### src/hw/rtl/jse_pkg.sv
// Package: beat types, escape unit kinds and byte tables for the JSON string escaper.
`default_nettype none

package jse_pkg;

    localparam int unsigned MARK_LEN = 14;

    typedef struct packed {
        logic [7:0] char_byte;
        logic       string_last;
    } t_in_beat;

    typedef struct packed {
        logic [7:0] out_byte;
        logic       run_end;
        logic       string_end;
        logic       is_marker;
    } t_out_beat;

    typedef enum logic [1:0] {
        K_PLAIN = 2'd0,   // byte passes through
        K_SHORT = 2'd1,   // backslash + one letter
        K_UNI   = 2'd2,   // \u00XX
        K_MARK  = 2'd3    // truncation marker
    } t_kind;

    // One escape unit handed from the budget logic to the byte emitter.
    typedef struct packed {
        t_kind      kind;
        logic [7:0] char_byte;
        logic       last;
    } t_unit;

    localparam logic [7:0] CH_BSLASH = 8'h5C;

    function automatic t_kind classify(input logic [7:0] b);
        t_kind k;
        k = K_PLAIN;
        case (b) inside
            8'h22, 8'h5C, 8'h08, 8'h0C, 8'h0A, 8'h0D, 8'h09: k = K_SHORT;
            [8'h00:8'h1F]:                                  k = K_UNI;
            default:                                        k = K_PLAIN;
        endcase
        return k;
    endfunction

    function automatic logic [3:0] unit_len(input t_kind k);
        logic [3:0] n;
        case (k)
            K_PLAIN: n = 4'd1;
            K_SHORT: n = 4'd2;
            K_UNI:   n = 4'd6;
            K_MARK:  n = 4'(MARK_LEN);
            default: n = 4'd1;
        endcase
        return n;
    endfunction

    function automatic logic [7:0] short_letter(input logic [7:0] b);
        logic [7:0] c;
        case (b)
            8'h22:   c = 8'h22;  // "
            8'h5C:   c = 8'h5C;  // backslash
            8'h08:   c = 8'h62;  // b
            8'h0C:   c = 8'h66;  // f
            8'h0A:   c = 8'h6E;  // n
            8'h0D:   c = 8'h72;  // r
            8'h09:   c = 8'h74;  // t
            default: c = b;
        endcase
        return c;
    endfunction

    function automatic logic [7:0] hex_digit(input logic [3:0] d);
        logic [7:0] c;
        if (d < 4'd10) begin
            c = 8'h30 + {4'd0, d};
        end else begin
            c = 8'h57 + {4'd0, d};   // 'a' - 10
        end
        return c;
    endfunction

    // "...(truncated)"
    function automatic logic [7:0] mark_byte(input logic [3:0] i);
        logic [7:0] c;
        case (i)
            4'd0, 4'd1, 4'd2: c = 8'h2E;
            4'd3:    c = 8'h28;
            4'd4:    c = 8'h74;
            4'd5:    c = 8'h72;
            4'd6:    c = 8'h75;
            4'd7:    c = 8'h6E;
            4'd8:    c = 8'h63;
            4'd9:    c = 8'h61;
            4'd10:   c = 8'h74;
            4'd11:   c = 8'h65;
            4'd12:   c = 8'h64;
            4'd13:   c = 8'h29;
            default: c = 8'h29;
        endcase
        return c;
    endfunction

    function automatic logic [7:0] unit_byte(input t_kind k, input logic [7:0] b,
                                             input logic [3:0] i);
        logic [7:0] c;
        c = b;
        case (k)
            K_PLAIN: c = b;
            K_SHORT: c = (i == 4'd0) ? CH_BSLASH : short_letter(b);
            K_UNI: begin
                case (i)
                    4'd0:    c = CH_BSLASH;
                    4'd1:    c = 8'h75;  // u
                    4'd2:    c = 8'h30;
                    4'd3:    c = 8'h30;
                    4'd4:    c = hex_digit(b[7:4]);
                    default: c = hex_digit(b[3:0]);
                endcase
            end
            K_MARK:  c = mark_byte(i);
            default: c = b;
        endcase
        return c;
    endfunction

endpackage

`default_nettype wire

### src/hw/rtl/jse_emit.sv
// Byte emitter: holds one escape unit and streams its bytes into an output register.
`default_nettype none

module jse_emit
    import jse_pkg::*;
(
    input  wire logic      i_clk,
    input  wire logic      i_rst_n,
    input  wire logic      i_unit_valid,
    output logic           o_unit_ready,
    input  wire t_unit     i_unit,
    output logic           o_out_valid,
    input  wire logic      i_out_ready,
    output t_out_beat      o_out_data
);

    logic       r_busy;
    t_unit      r_unit;
    logic [3:0] r_idx;
    logic       r_out_valid;
    t_out_beat  r_out;

    logic       w_advance;
    logic       w_last_byte;
    logic       w_move;
    t_out_beat  n_out;

    assign w_advance    = !r_out_valid || i_out_ready;
    assign w_last_byte  = (r_idx == unit_len(r_unit.kind) - 4'd1);
    assign w_move       = r_busy && w_advance;
    assign o_unit_ready = !r_busy || (w_advance && w_last_byte);

    always_comb begin
        n_out.out_byte   = unit_byte(r_unit.kind, r_unit.char_byte, r_idx);
        n_out.run_end    = w_last_byte;
        n_out.string_end = w_last_byte && r_unit.last;
        n_out.is_marker  = (r_unit.kind == K_MARK);
    end

    always_ff @(posedge i_clk) begin
        if (!i_rst_n) begin
            r_busy      <= 1'b0;
            r_idx       <= '0;
            r_out_valid <= 1'b0;
        end else begin
            if (i_unit_valid && o_unit_ready) begin
                r_busy <= 1'b1;
                r_unit <= i_unit;
                r_idx  <= '0;
            end else if (w_move && w_last_byte) begin
                r_busy <= 1'b0;
            end else if (w_move) begin
                r_idx <= r_idx + 4'd1;
            end
            if (w_advance) begin
                r_out_valid <= r_busy;
                r_out       <= n_out;
            end
        end
    end

    assign o_out_valid = r_out_valid;
    assign o_out_data  = r_out;

endmodule

`default_nettype wire

### src/hw/rtl/json_string_escape_capped.sv
// Top level: JSON string escaper with an optional per-string escaped-byte budget.
//
// Input channel (i_in_valid / o_in_ready / i_in_data): one raw string byte per
// beat, string_last set on the final byte of a string.
// Output channel (o_out_valid / i_out_ready / o_out_data): one escaped byte per
// beat; run_end marks the last byte made from an input beat, string_end the
// last byte of a string, is_marker the bytes of "...(truncated)".
// Config channel (i_cfg_valid / o_cfg_ready / i_cfg_index / i_cfg_data):
// index 0 = cap_enable, index 1 = escaped_cap; always ready, other indexes
// are ignored.
// Path: a taken input beat is registered as an escape unit in the emitter, and
// each of its bytes is then registered in the output register. Throughput: one
// output byte per cycle unless the receiver stalls. An input beat occupies the
// emitter for as many bytes as its escape unit is long (1 for plain text,
// 2 for short escapes, 6 for \u00XX, 14 for the marker), so plain text streams
// at one beat per cycle when unstalled; dropped beats skip the emitter.
// Budget check is done at input accept (one 17-bit add and compare).
// Reset: synchronous active low; budget enabled at 512 bytes, count cleared,
// no truncation in progress, output register empty.
// Receiver stall: the output register holds its beat; the emitter keeps its
// unit, and o_in_ready drops once the unit buffer is full.
`default_nettype none

module json_string_escape_capped
    import jse_pkg::*;
(
    input  wire logic        i_clk,
    input  wire logic        i_rst_n,
    input  wire logic        i_in_valid,
    output logic             o_in_ready,
    input  wire t_in_beat    i_in_data,
    output logic             o_out_valid,
    input  wire logic        i_out_ready,
    output t_out_beat        o_out_data,
    input  wire logic        i_cfg_valid,
    output logic             o_cfg_ready,
    input  wire logic [7:0]  i_cfg_index,
    input  wire logic [15:0] i_cfg_data
);

    localparam logic [7:0] REG_CAP_ENABLE = 8'd0;
    localparam logic [7:0] REG_ESC_CAP    = 8'd1;

    // config registers
    logic        r_cap_en;
    logic [15:0] r_cap;
    // per-string state
    logic [15:0] r_count;
    logic        r_dropping;

    logic        w_in_acc;
    t_kind       w_kind;
    logic [16:0] w_total;
    logic        w_over;
    logic        w_unit_ready;
    t_unit       w_unit;
    logic [15:0] n_count;
    logic        n_dropping;

    assign o_cfg_ready = 1'b1;
    assign o_in_ready  = w_unit_ready;
    assign w_in_acc    = i_in_valid && o_in_ready;

    // Budget check: does this unit fit into what is left of the cap?
    assign w_kind  = classify(i_in_data.char_byte);
    assign w_total = {1'b0, r_count} + {13'd0, unit_len(w_kind)};
    assign w_over  = r_cap_en && (w_total > {1'b0, r_cap});

    always_comb begin
        w_unit.kind      = w_over ? K_MARK : w_kind;
        w_unit.char_byte = i_in_data.char_byte;
        w_unit.last      = i_in_data.string_last;
    end

    // Next per-string state; count saturates while the budget is off.
    always_comb begin
        n_count    = r_count;
        n_dropping = r_dropping;
        if (!r_dropping) begin
            if (w_over) begin
                n_dropping = 1'b1;
            end else begin
                n_count = w_total[16] ? 16'hFFFF : w_total[15:0];
            end
        end
        if (i_in_data.string_last) begin
            n_count    = '0;
            n_dropping = 1'b0;
        end
    end

    always_ff @(posedge i_clk) begin
        if (!i_rst_n) begin
            r_cap_en   <= 1'b1;
            r_cap      <= 16'd512;
            r_count    <= '0;
            r_dropping <= 1'b0;
        end else begin
            if (i_cfg_valid && o_cfg_ready) begin
                if (i_cfg_index == REG_CAP_ENABLE) begin
                    r_cap_en <= i_cfg_data[0];
                end else if (i_cfg_index == REG_ESC_CAP) begin
                    r_cap <= i_cfg_data;
                end
            end
            if (w_in_acc) begin
                r_count    <= n_count;
                r_dropping <= n_dropping;
            end
        end
    end

    // Dropped beats are taken but never reach the emitter.
    jse_emit u_emit (
        .i_clk        (i_clk),
        .i_rst_n      (i_rst_n),
        .i_unit_valid (i_in_valid && !r_dropping),
        .o_unit_ready (w_unit_ready),
        .i_unit       (w_unit),
        .o_out_valid  (o_out_valid),
        .i_out_ready  (i_out_ready),
        .o_out_data   (o_out_data)
    );

    // End of string always clears the per-string state.
    a_string_clear : assert property (@(posedge i_clk) disable iff (!i_rst_n)
        (w_in_acc && i_in_data.string_last) |=> (r_count == 16'd0 && !r_dropping))
        else $error("per-string state not cleared at string end");

    // A unit that overflows the budget starts dropping.
    a_over_drops : assert property (@(posedge i_clk) disable iff (!i_rst_n)
        (w_in_acc && !r_dropping && w_over && !i_in_data.string_last) |=> r_dropping)
        else $error("overflowing unit did not start truncation");

    // string_end can only mark the final byte of a run.
    a_end_in_run : assert property (@(posedge i_clk) disable iff (!i_rst_n)
        (o_out_valid && o_out_data.string_end) |-> o_out_data.run_end)
        else $error("string_end without run_end");

endmodule

`default_nettype wire

### config.mk
export PLATFORM = sky130hd
export DESIGN_NAME = json_string_escape_capped
export DESIGN_NICKNAME = d
export VERILOG_FILES = /design/src/hw/rtl/jse_pkg.sv /design/src/hw/rtl/jse_emit.sv /design/src/hw/rtl/json_string_escape_capped.sv
export SDC_FILE = /design/constraint.sdc
export NUM_CORES = 1
export LEC_CHECK = 0
export BUFFER_PORTS_ARGS = -buffer_cell sky130_fd_sc_hd__clkbuf_2
export CORE_UTILIZATION = 55
export CTS_BUF_LIST = sky130_fd_sc_hd__clkbuf_8 sky130_fd_sc_hd__clkbuf_16
export DETAILED_ROUTE_END_ITERATION = 10
export GPL_TIMING_DRIVEN = 0
export HOLD_SLACK_MARGIN = 0.12
export PLACE_DENSITY = 0.86
export SYNTH_ARGS = -nofsm -noshare
export SYNTH_HDL_FRONTEND = slang
export SYNTH_HIERARCHICAL = 1
export SYNTH_SLANG_ARGS = --single-unit
### constraint.sdc
create_clock -name i_clk -period 6.55 [get_ports i_clk]
set_clock_uncertainty 0.1 [all_clocks]
set_input_delay 0.9825 -clock i_clk [delete_from_list [all_inputs] [get_ports i_clk]]
set_output_delay 0.9825 -clock i_clk [all_outputs]
set_load 0.005 [all_outputs]
==> qor.csv <==
metric;value;unit
synthArstFlopShare;0;%
place_ws;0.6152;ns
layout.cells.non_filler;701;
grt.busiest_layer;met2;
portBuffers;50;
ant_nets;0;
cpLargestDelayFamily;compound AO/OA/AOI/OAI gates;
setup_viol;0;
clk_pin_slew;0.07;ns
max_freq;0.1769;GHz
clk_path_buf_depth;2;
setup_tns;0;ns
grtUsageMet1;29.80;%
synth_ff_type;dfxtp_1;
synth.distinct_cells;86;
hold_buffers;0;
multi_input_area;2855;um^2
placed_area;5092;um^2
ys_ff_latch;68;
cts_buffers;9;
regArea;1582;um^2
syn_nets;600;
areaGrowthSynthToFinish;12.83;%
overflow;0;
cpPeakStageDelay;0.52;ns
worst_pin_slew;0.7474;ns
ys_seq_area_share;33.57;%
path_buf_inv;4;
clk_latency;0.35;ns
numClockSinks;68;
final_cell_area;5315;um^2
wire_per_inst;16.12;um
grtUsageMet3;4.589;%
drt_iter0_markers;172;
start_kind;input pin;
finalCritPeriodShare;86.30;%
rows;33;
fin_ws;0.8972;ns
met2_usage;49.09;%
syn-cell-area;4711;um^2
synth_cells;530;
hold_violations;0;
postCtsSetupBuffers;0;
htreeDepth;3;
cp_max_fo;10;
die_h;94.55;um
hold_class;reg -> reg;
peakVddDrop;0.0001223;V
dp.cells;685;
hpwl;8553;um
cts_tree;yes;
crit_chain;clkbuf_2 -> or2_2 -> nor4_1 -> a21oi_1 -> nor3b_1 -> a21oi_1 -> o21a_1 -> ha_1 -> inv_1 -> fa_1 -> nor2b_1 -> o21a_1 -> buf_2 -> o21ai_0 -> xnor2_1 -> ha_1 -> a21oi_1 -> o21ai_0 -> a221oi_1 -> a31oi_4 -> a21o_4 -> buf_8 -> a22o_1;
grt_pass1_wl;18510;um
pwr_density_cell;178.1;nW/um^2
num_antenna_cells;0;
vias;4189;
track_usage;26.53;%
die_w;94.55;um
layout.nets;661;
cpMostUsedCell;a21oi_1;
io_pins;52;
synth_top_area_share;19.55;%
crit_arrival;5.79;ns
synth_edf_count;22;
yosysTopAreaCell;dfxtp_1;
slew_headroom;49.87;%
worst_setup_path_end_kind;flop;
routed_wl;11300;um
cp.required;6.69;ns
antenna_found_initial;0;
yosys-top-cells-area;dfxtp_1 (20%), edfxtp_1 (14%), ha_1 (8.2%);
p_leak;0.002258;uW
crit_type;in -> reg;
avgSynthCellArea;8.888;um^2
slew_viol_final;0;
drc;0;
cap_violations;0;
dr.pass1.iters;5;
grt_max_degree;13;
fillCellCount;679;
gp_congestion;0.9009;
final_util;64.36;%
outcome;finished, final reports clean;
fin_crit;5.653;ns
slowest_stage;a221oi_1;
via_per_inst;5.976;
post_cts_resized;0;
ys_warn_count;6;
initial_utilization;57.05;%
rsz0062_at_grt;no;
fp.coreArea;8258;um^2
drive_gt1_share;17.95;%
grt_pass1_vias;4044;
die-area;8939;um^2
cts-root-buf;clkbuf_8;
## cell families after synthesis
family	synth area share (%)
fa+ha+maj	8.659
xor+xnor	4.303
compound gates	21.28
flops	33.57
buf+inv	5.817
mux	3.851
other cells	0.1594
simple gates	22.36
## sequential cells by signal, summed over array words and instances (netlist names), named ones only
signal	cells
r_cap	16
r_count	16
u_emit/o_out_data	11
u_emit/r_unit	11
u_emit/r_idx	4
r_cap_en	1
r_dropping	1
u_emit/o_out_valid	1
u_emit/r_busy	1
## per-stage QoR
step / power, uW / hold WS [ns]
6_report: 946.8 / 0.3798
3_3_place_gp: 572.2 / 0.3587
5_1_grt: 984.3 / 0.4036
4_1_cts: 948.2 / 0.3824
2_1_floorplan: 535.8 / 0.3446
3_5_place_dp: 576.2 / 0.3647
## layer usage
| layer | part of all wire [%] | up-vias | routed length, um |
|---|---|---|---|
| met5 | 0 | - | 0 |
| met3 | 4.5 | 30 | 513 |
| met2 | 52 | 134 | 5880 |
| li1 | - | 2038 | - |
| met4 | 2.7 | 0 | 306 |
| met1 | 41 | 1987 | 4597 |
## area by class of cell
class / instances / area share [%]
timing repair buffer: 50 / 4.708
inverter: 37 / 2.613
clock inverter: 4 / 0.4473
buffer: 26 / 2.542
tap: 105 / 2.472
clock buffer: 12 / 3.743
sequential: 68 / 29.76
multi-input combinational: 399 / 53.72
## cell usage after synthesis, types with 3 or more instances
| cell | instances |
|---|---|
| nand2_1 | 47 |
| dfxtp_1 | 46 |
| inv_1 | 36 |
| ha_1 | 31 |
| o21ai_0 | 28 |
| nor2_1 | 26 |
| a21oi_1 | 25 |
| nor2b_1 | 23 |
| edfxtp_1 | 22 |
| nand3_1 | 21 |
| mux2i_1 | 17 |
| clkbuf_1 | 16 |
| xnor2_1 | 15 |
| nor3_1 | 14 |
| nand2b_1 | 13 |
| a32o_1 | 7 |
| nand4_1 | 7 |
| and2_1 | 6 |
| and3_1 | 6 |
| buf_2 | 6 |
| a211oi_1 | 5 |
| a21boi_0 | 5 |
| o21a_1 | 5 |
| xor2_1 | 5 |
| a22o_2 | 4 |
| nor3b_1 | 4 |
| nor4_1 | 4 |
| o21ai_1 | 4 |
| a21o_1 | 3 |
| a221o_1 | 3 |
| a22o_1 | 3 |
| a31oi_1 | 3 |
| o211ai_1 | 3 |
| o221ai_1 | 3 |
## tightest hold or removal path: stages, from the launching register on
cell     delay (ns)
dfxtp_1        0.33
mux2i_1        0.07
nand2_1        0.05
## report_power, final
group	total (uW)	leakage (uW)	internal (uW)	switching (uW)
registers	452	0.000582	446	5.88
clock network	377	0.000114	206	172
logic	117	0.00156	48.6	68.7
## cells in the final DEF (no fill, tap or decap), types with 3 or more instances in the layout
cell       instances
a211oi_1           5
a21boi_0           5
a21o_1             3
a21oi_1           25
a221o_1            3
a22o_1             3
a22o_2             4
a31oi_1            3
a32o_1             7
and2_1             6
and3_1             6
buf_2              6
clkbuf_1          16
clkbuf_16          3
clkbuf_2          50
clkbuf_8           9
dfxtp_1           46
edfxtp_1          22
ha_1              31
inv_1             36
mux2i_1           17
nand2_1           47
nand2b_1          13
nand3_1           21
nand4_1            7
nor2_1            26
nor2b_1           23
nor3_1            14
nor3b_1            4
nor4_1             4
o211ai_1           3
o21a_1             5
o21ai_0           28
o21ai_1            4
o221ai_1           3
xnor2_1           15
xor2_1             5
## final timing paths
kind	to	cells after the start	startpoint	slack (ns)
min reg2reg	r_cap[9]	2	r_cap[9]	0.38
min	r_cap[9]	2	r_cap[9]	0.38
max	r_count[10]	23	i_in_data[8]	0.90
max reg2reg	r_count[10]	16	r_count[0]	2.43
No activity file was read; power rests on OpenSTA's default activity.
